**src/design/vns_pkg.sv**
```systemverilog
// vns_pkg: shared types and codes for the vertex normal smoothing core
// item and result structs, function and status codes, controller/datapath link
// no dependencies
`timescale 1ns / 1ps

package vns_pkg;

    localparam int IDX_W = 10;

    // function codes of an input transaction
    localparam logic [1:0] FN_LOAD  = 2'd0;
    localparam logic [1:0] FN_FACE  = 2'd1;
    localparam logic [1:0] FN_READ  = 2'd2;
    localparam logic [1:0] FN_CLEAR = 2'd3;

    // status codes of a result transaction
    localparam logic [1:0] ST_OK    = 2'd0;
    localparam logic [1:0] ST_INDEX = 2'd1;
    localparam logic [1:0] ST_DEGEN = 2'd2;
    localparam logic [1:0] ST_FULL  = 2'd3;

    typedef struct packed {
        logic [1:0]        func;
        logic signed [15:0] coord_x;
        logic signed [15:0] coord_y;
        logic signed [15:0] coord_z;
        logic [IDX_W-1:0]  vert_a;
        logic [IDX_W-1:0]  vert_b;
        logic [IDX_W-1:0]  vert_c;
    } in_item_t;

    typedef struct packed {
        logic signed [15:0] norm_x;
        logic signed [15:0] norm_y;
        logic signed [15:0] norm_z;
        logic [1:0]        status;
    } out_item_t;

    // datapath operations
    typedef enum logic [4:0] {
        DP_NOP,
        DP_CAPTURE,
        DP_LOAD,
        DP_CLEAR,
        DP_VRD,
        DP_VLT,
        DP_EDGE,
        DP_MUL,
        DP_XLOAD,
        DP_SRD,
        DP_SLOAD,
        DP_SHIFT,
        DP_SQ,
        DP_SQRT_INIT,
        DP_SQRT_STEP,
        DP_DIV_INIT,
        DP_DIV_STEP,
        DP_SWR,
        DP_RESULT
    } dp_op_t;

    typedef struct packed {
        dp_op_t     op;
        logic [1:0] sel;
        logic [2:0] step;
        logic [1:0] status;
        logic       norm_en;
    } dp_cmd_t;

    typedef struct packed {
        logic       full;
        logic       idx_bad;
        logic       vec_zero;
        logic       shift_done;
        logic [1:0] func;
    } dp_stat_t;

endpackage

```
**src/design/vns_ctrl.sv**
```systemverilog
// vns_ctrl: controller state machine of the vertex normal smoothing core
// sequences the datapath and owns both handshakes
// depends on vns_pkg
`timescale 1ns / 1ps

module vns_ctrl (
    input  logic              clk,
    input  logic              rst_n,
    input  logic              item_valid,
    output logic              item_stall,
    output logic              result_valid,
    input  logic              result_stall,
    input  vns_pkg::dp_stat_t stat,
    output vns_pkg::dp_cmd_t  cmd
);

    import vns_pkg::*;

    typedef enum logic [4:0] {
        S_IDLE,
        S_DISPATCH,
        S_VRD,
        S_VLT,
        S_EDGE,
        S_MUL,
        S_XLOAD,
        S_SRD,
        S_SLOAD,
        S_SHIFT,
        S_SQ,
        S_SQRT_INIT,
        S_SQRT,
        S_DIV_INIT,
        S_DIV,
        S_ACC_RD,
        S_ACC_WR,
        S_RESULT
    } state_t;

    state_t     state_reg;
    state_t     state_next;
    logic [5:0] cnt_reg;
    logic [5:0] cnt_next;
    logic [1:0] sel_reg;
    logic [1:0] sel_next;
    logic [1:0] res_status_reg;
    logic [1:0] res_status_next;
    logic       res_norm_reg;
    logic       res_norm_next;
    logic       out_valid_reg;
    logic       out_valid_next;
    logic       out_free;

    assign out_free     = !out_valid_reg || !result_stall;
    assign item_stall   = (state_reg != S_IDLE);
    assign result_valid = out_valid_reg;

    // next state and datapath command
    always_comb
    begin
        state_next      = state_reg;
        cnt_next        = cnt_reg;
        sel_next        = sel_reg;
        res_status_next = res_status_reg;
        res_norm_next   = res_norm_reg;
        out_valid_next  = out_valid_reg && result_stall;
        cmd.op          = DP_NOP;
        cmd.sel         = sel_reg;
        cmd.step        = cnt_reg[2:0];
        cmd.status      = res_status_reg;
        cmd.norm_en     = res_norm_reg;

        unique case (state_reg)
            S_IDLE:
            begin
                if (item_valid)
                begin
                    cmd.op     = DP_CAPTURE;
                    state_next = S_DISPATCH;
                end
            end
            S_DISPATCH:
            begin
                res_norm_next   = 1'b0;
                res_status_next = ST_OK;
                sel_next        = 2'd0;
                state_next      = S_RESULT;
                unique case (stat.func)
                    FN_LOAD:
                    begin
                        if (stat.full)
                            res_status_next = ST_FULL;
                        else
                            cmd.op = DP_LOAD;
                    end
                    FN_FACE:
                    begin
                        if (stat.idx_bad)
                            res_status_next = ST_INDEX;
                        else
                            state_next = S_VRD;
                    end
                    FN_READ:
                    begin
                        if (stat.idx_bad)
                            res_status_next = ST_INDEX;
                        else
                            state_next = S_SRD;
                    end
                    default:
                    begin
                        cmd.op = DP_CLEAR;
                    end
                endcase
            end
            S_VRD:
            begin
                cmd.op     = DP_VRD;
                state_next = S_VLT;
            end
            S_VLT:
            begin
                cmd.op = DP_VLT;
                if (sel_reg == 2'd2)
                begin
                    cnt_next   = 6'd0;
                    state_next = S_EDGE;
                end
                else
                begin
                    sel_next   = sel_reg + 2'd1;
                    state_next = S_VRD;
                end
            end
            S_EDGE:
            begin
                cmd.op     = DP_EDGE;
                cnt_next   = 6'd0;
                state_next = S_MUL;
            end
            S_MUL:
            begin
                cmd.op = DP_MUL;
                if (cnt_reg == 6'd5)
                    state_next = S_XLOAD;
                else
                    cnt_next = cnt_reg + 6'd1;
            end
            S_XLOAD:
            begin
                cmd.op     = DP_XLOAD;
                state_next = S_SHIFT;
            end
            S_SRD:
            begin
                cmd.op     = DP_SRD;
                state_next = S_SLOAD;
            end
            S_SLOAD:
            begin
                cmd.op     = DP_SLOAD;
                state_next = S_SHIFT;
            end
            S_SHIFT:
            begin
                if (stat.vec_zero)
                begin
                    res_status_next = (stat.func == FN_FACE) ? ST_DEGEN : ST_OK;
                    state_next      = S_RESULT;
                end
                else if (!stat.shift_done)
                begin
                    cmd.op = DP_SHIFT;
                end
                else
                begin
                    cnt_next   = 6'd0;
                    state_next = S_SQ;
                end
            end
            S_SQ:
            begin
                cmd.op = DP_SQ;
                if (cnt_reg == 6'd2)
                    state_next = S_SQRT_INIT;
                else
                    cnt_next = cnt_reg + 6'd1;
            end
            S_SQRT_INIT:
            begin
                cmd.op     = DP_SQRT_INIT;
                cnt_next   = 6'd0;
                state_next = S_SQRT;
            end
            S_SQRT:
            begin
                cmd.op = DP_SQRT_STEP;
                if (cnt_reg == 6'd31)
                    state_next = S_DIV_INIT;
                else
                    cnt_next = cnt_reg + 6'd1;
            end
            S_DIV_INIT:
            begin
                cmd.op     = DP_DIV_INIT;
                cnt_next   = 6'd0;
                state_next = S_DIV;
            end
            S_DIV:
            begin
                cmd.op = DP_DIV_STEP;
                if (cnt_reg == 6'd16)
                begin
                    res_status_next = ST_OK;
                    if (stat.func == FN_FACE)
                    begin
                        sel_next   = 2'd0;
                        state_next = S_ACC_RD;
                    end
                    else
                    begin
                        res_norm_next = 1'b1;
                        state_next    = S_RESULT;
                    end
                end
                else
                begin
                    cnt_next = cnt_reg + 6'd1;
                end
            end
            S_ACC_RD:
            begin
                cmd.op     = DP_SRD;
                state_next = S_ACC_WR;
            end
            S_ACC_WR:
            begin
                cmd.op = DP_SWR;
                if (sel_reg == 2'd2)
                begin
                    state_next = S_RESULT;
                end
                else
                begin
                    sel_next   = sel_reg + 2'd1;
                    state_next = S_ACC_RD;
                end
            end
            S_RESULT:
            begin
                if (out_free)
                begin
                    cmd.op         = DP_RESULT;
                    out_valid_next = 1'b1;
                    state_next     = S_IDLE;
                end
            end
            default:
            begin
                state_next = S_IDLE;
            end
        endcase
    end

    // state and registered outputs
    always_ff @(posedge clk or negedge rst_n)
    begin
        if (!rst_n)
        begin
            state_reg      <= S_IDLE;
            cnt_reg        <= 6'd0;
            sel_reg        <= 2'd0;
            res_status_reg <= ST_OK;
            res_norm_reg   <= 1'b0;
            out_valid_reg  <= 1'b0;
        end
        else
        begin
            state_reg      <= state_next;
            cnt_reg        <= cnt_next;
            sel_reg        <= sel_next;
            res_status_reg <= res_status_next;
            res_norm_reg   <= res_norm_next;
            out_valid_reg  <= out_valid_next;
        end
    end

    a_no_overwrite: assert property (@(posedge clk) disable iff (!rst_n)
        (cmd.op == DP_RESULT) |-> out_free)
        else $error("result written over a waiting transaction");

    a_valid_from_result: assert property (@(posedge clk) disable iff (!rst_n)
        $rose(result_valid) |-> ($past(state_reg) == S_RESULT))
        else $error("result valid raised outside the result state");

    a_sqrt_bound: assert property (@(posedge clk) disable iff (!rst_n)
        (state_reg == S_SQRT) |-> (cnt_reg <= 6'd31))
        else $error("square root step count overrun");

endmodule

```
**config.mk**
```make
export PLATFORM = sky130hd
export DESIGN_NAME = vns_ctrl
export DESIGN_NICKNAME = d
export VERILOG_FILES = /design/src/design/vns_pkg.sv /design/src/design/vns_ctrl.sv
export SDC_FILE = /design/constraint.sdc
export NUM_CORES = 1
export LEC_CHECK = 0
export BUFFER_PORTS_ARGS = -buffer_cell sky130_fd_sc_hd__buf_2
export CAP_MARGIN = 20
export CORE_MARGIN = 1
export CORE_UTILIZATION = 54
export CTS_BUF_LIST = sky130_fd_sc_hd__clkbuf_4 sky130_fd_sc_hd__clkbuf_8
export CTS_CLUSTER_SIZE = 28
export DETAILED_ROUTE_END_ITERATION = 10
export GPL_ROUTABILITY_DRIVEN = 0
export GPL_TIMING_DRIVEN = 1
export HOLD_SLACK_MARGIN = 0.05
export PLACE_DENSITY = 0.78
export SLEW_MARGIN = 20
export SYNTH_ARGS = -nofsm -noshare
export SYNTH_HDL_FRONTEND = slang
export SYNTH_SLANG_ARGS = --single-unit
```
**constraint.sdc**
```tcl
create_clock -name clk -period 2 [get_ports clk]
set_clock_uncertainty 0.1 [all_clocks]
set_input_delay 0.1 -clock clk [delete_from_list [all_inputs] [get_ports clk]]
set_output_delay 0.1 -clock clk [all_outputs]
set_load 0.02 [all_outputs]
```
# [Yosys cells after proc, flatten, opt, wreduce, memory -nomap -nowiden]
# Cells that the tools add are included.
[word_totals] input_bits=10 output_inout_bits=15 wordCells=117 reg_bits=17
[classes] addsub=2 reduce_logical=21 n_mux=46 eq_ne=42
[ops] operator="5-bit case mux with 17 select lines" n=2
[ops] operator="5-bit two-way mux" n=13
[ops] operator="6-bit two-way mux" n=7
[ops] operator="6-bit case mux with 7 select lines" n=1
[ops] operator="5-bit by 4-bit equality test with 1-bit output, second input constant" n=8
[ops] operator="2-bit inequality test, second input constant" n=17
[ops] operator="5-bit by 3-bit equality test with 1-bit output, second input constant" n=4
[ops] operator="2-bit two-way mux" n=8
[ops] operator="6-bit by 5-bit equality test with 1-bit output, second input constant" n=2
[ops] operator="2-bit case mux with 3 select lines" n=2
[ops] operator="5-bit by 2-bit equality test with 1-bit output, second input constant" n=2
[ops] operator="5-bit equality test, second input constant" n=2
[ops] operator="5-bit case mux with 2 select lines" n=1
[ops] operator="4-bit two-way mux" n=2
[ops] operator="2-bit case mux with 2 select lines" n=2
[ops] operator="8-bit AND reduction" n=1
[ops] operator="2-bit OR reduction" n=4
[ops] operator="7-bit AND reduction" n=1
[ops] operator="7-bit nonzero test" n=1
[ops] operator="6-bit by 1-bit adder with 6-bit output, second input constant" n=1
[ops] operator="6-bit by 2-bit equality test with 1-bit output, second input constant" n=1
[ops] operator="6-bit by 3-bit equality test with 1-bit output, second input constant" n=1
[ops] operator="1-bit two-way mux" n=6
[ops] operator="3-bit AND reduction" n=2
[ops] operator="17 further kinds" n=20

# [Longest topological paths before layout]
[depth] depth_word=4 depth_mapped=8 mapped_depth_nobuf=7

# [Worst setup path before layout]
# No wires, ideal clock.
[synth_path] path_type="reg2reg" start="register cnt_reg[0]" end="register state_reg[0]" setup_ps=125 path_buffers=0 slack_ps=-43 arrival_ps=1818 stages_incl_launch_ff=8 required_time_ps=1775 synth_period_minus_slack_ps=2043 cell_sequence="dfrtp_1 -> inv_1 -> ha_1 -> nor3b_1 -> o21ai_1 -> a311oi_4 -> nand3_4 -> mux2_4"
[synth_between] elab_chain_len=3 elab_cells_between_ends=9 cone_classes="8 x eq/ne; 1 x reduce/logical"
[synth_rtl] item="start: declaration" line="vns_ctrl.sv:42" source="logic [5:0] cnt_reg;"
[synth_rtl] item="start signal: assignment" line="vns_ctrl.sv:280" source="cnt_reg <= cnt_next;"
[synth_rtl] item="6-bit by 5-bit equality test with 1-bit output (tied with other cells)" line="vns_ctrl.sv:212" source="if (cnt_reg == 6'd16)"
[synth_rtl] item="2-bit inequality test (no line)"
[synth_rtl] item="7-bit AND reduction (no line) (*)"
[synth_rtl] item="end signal: assignment" line="vns_ctrl.sv:279" source="state_reg <= state_next;"
[synth_rtl] item="end: declaration" line="vns_ctrl.sv:40" source="state_t state_reg;"
# Every way passes the cells marked *; elsewhere a longest branch is shown, timed or not.
# A chain may end at the register's enable or synchronous reset.

==> flow_metrics.py <==
metrics = {
    "logic_synthesis": {
        "yosysWarningCount": 0,
        "synth_largest_area_cell": "dfrtp_1",
        "yosysSeqAreaShare_pct": 23.76,
        "synth.area.top_cells": "dfrtp_1 (24%), ha_1 (6.3%), nand2_1 (4.6%)",
        "synth-seq-cells": 17,
        "yosysMostFrequentCell": "nand2_1",
        "synth_edf_count": 0,
        "synth_ff_type": "dfrtp_1",
        "synthArstFlopShare_pct": 100.0,
        "synth_nets": 232,
        "synthDistinctLibCells": 61,
        "netlist.area_leader.share_pct": 23.76,
        "synth_common_cells": "nand2_1 (22), dfrtp_1 (17), inv_1 (13)",
        "netlist_instances": 213,
        "avgSynthCellArea_sq_um": 8.406,
        "syn_area_sq_um": 1790,
    },
    "route": {
        "wl_um": 8864,
        "drc_errors": 0,
        "drtPass1Iterations": 7,
        "drtIter0Drc": 493,
        "ant_nets": 0,
        "vias_per_cell": 7.195,
        "via_count": 2468,
        "wl_per_cell_um": 25.84,
    },
    "grt": {
        "grt_overflow_total": 0,
        "grt_pass1_wl_um": 9584,
        "antenna_found_initial": 0,
        "grt_max_degree": 18,
        "grt_pass1_vias": 1984,
        "grt_usage_pct": 37.52,
    },
    "status": {
        "violations": "negative setup slack",
        "status": "complete, but fails checks",
    },
    "timing": {
        "period_needed_ps": 2467,
        "setup_ws_ps": -466.7,
        "finalCritPeriodShare_pct": 123.3,
        "maxSlewHeadroom_pct": 64.11,
        "worst_pin_slew_ps": 534.3,
        "rsz0062_at_grt": "yes",
        "finalSetupViolations": 19,
        "finalSetupTns_ps": -3687,
        "whs_ps": 115.1,
        "clock.fmax_ghz": 0.4054,
        "hold_viol_final": 0,
        "final_max_slew_viol_count": 0,
    },
    "worst_setup_path": {
        "crit_fanout": 5,
        "critPathKind": "flop to output port",
        "r2r-start": "state_reg[1]$_DFFE_PN0P_",
        "cp-start-kind": "flop",
        "worst_ep_required_time_ps": 1800,
        "cp.arrival_ps": 2270,
        "cp-startpoint": "state_reg[3]$_DFFE_PN0P_",
        "worstSetupEndpointType": "output port",
    },
    "die": {
        "initial_utilization_pct": 57.70,
        "die_h_um": 59.58,
        "ios": 25,
        "rows": 20,
        "fp.coreArea_sq_um": 3103,
        "die_width_um": 59.58,
        "die_area_sq_um": 3550,
    },
    "clock_network": {
        "h-tree-depth": 1,
        "numCtsBuffers": 3,
        "path_clk_slew_ps": 160,
        "cts_tree": "built",
        "clock_latency_ps": 350,
        "cts_buffer_depth": 2,
        "cts_num_sinks": 17,
        "root_buffer": "clkbuf_4",
    },
    "min_path": {
        "hp-class": "primary input to asynchronous set/reset pin",
    },
    "cells_and_area": {
        "nets": 319,
        "diodes": 0,
        "drive_gt1_share_pct": 53.18,
        "area_growth_pct": 54.93,
        "largest_reg_flops": 6,
    },
    "pwr": {
        "ir_drop_mv": 0.9142,
        "power.density_nw_per_um2": 1406,
        "leakagePower_uw": 0.001237,
    },
    "job": {
        "drv_cap": 0,
    },
    "place": {
        "io_buffer_count": 24,
        "dp_hpwl_um": 4060,
        "pre_cts_ws_ps": -42.14,
    },
}
## final cells by class
cell class / instances / area, sq um
Clock buffer: 3 / 22.52
Clock inverter: 1 / 7.507
Fill cell: 141 / 329.1
Inverter: 13 / 52.55
Multi-Input combinational cell: 166 / 1440
Sequential cell: 17 / 431.7
Tap cell: 44 / 55.05
Timing Repair Buffer: 99 / 764.5
## per-layer routing
| metal | up-vias | wire (um) | track usage, % |
|---|---|---|---|
| met2 | 291 | 3878 | 62.12 |
| met3 | 94 | 1218 | 8.515 |
| met5 | - | 0 | 0 |
| met4 | 0 | 699 | 18.94 |
| li1 | 967 | - | - |
| met1 | 1116 | 3068 | 45.49 |
## what timing repair did
| item | 4_1_cts | 5_1_grt |
|---|---|---|
| gates resized for setup | 27 | 41 |
| setup buffers | 16 | 15 |
| hold buffers | 2 | 0 |
| endpoints found under the setup margin | 13 | 19 |
| pin swaps | 8 | 18 |
| hold endpoints to repair | 19 | 0 |
## worst max-delay path, stage by stage (launching register included)
cell and delay, ps:
dfrtp_2 490, buf_4 170, buf_4 160, nor2b_1 160, a311oi_1 370, nor3_1 110, a31oi_1 210, nand2_1 120
buf_6 150
## cells in the final DEF (no fill, tap or decap), drive strengths merged, types with 8 or more instances in the layout
master  instances
inv            12
dfrtp          17
nand2          22
a21oi           8
nor2           10
buf            97
o21ai          12
ha              9
nand3          13
## report_power, final
| part | internal (uW) | switching [uW] |
|---|---|---|
| Sequential | 443 | 103 |
| Clock | 77.0 | 170 |
| Combinational | 1450 | 1650 |
## through the flow
step | std cells | util [%] | area [sq um] | power, uW
2_1_floorplan | 213 | - | 1795 | 1838
3_3_place_gp | 310 | 71.33 | 2213 | 2533
3_5_place_dp | 310 | 71.33 | 2213 | 2567
4_1_cts | 331 | 80.16 | 2487 | 3099
5_1_grt | 343 | 89.40 | 2774 | 3979
6_report | 343 | 89.40 | 2774 | 3900
## cells by family after synthesis
logic type	share of synthesized area, %
AND/OR/NAND/NOR	30.68
AO/OA/AOI/OAI	24.39
buffers and inverters	8.455
flip-flops	23.76
adder cells (fa/ha/maj)	6.289
multiplexers	5.451
XOR/XNOR	0.9785
## path summary, 6_finish.rpt
kind                                                  to  slack [ps]  cells past startpoint
max                                               cmd[9]        -470                      8
min                        res_status_reg[0]$_DFFE_PN0P_         120                      2
max reg2reg                     state_reg[4]$_DFFE_PN0P_        -260                      8
min reg2reg                       sel_reg[0]$_DFFE_PN0P_         400                      1
max in group asynchronous       state_reg[3]$_DFFE_PN0P_        1310                      2
min in group clk           res_status_reg[1]$_DFFE_PN0P_         210                      3
(Power assumes the default switching activity.)
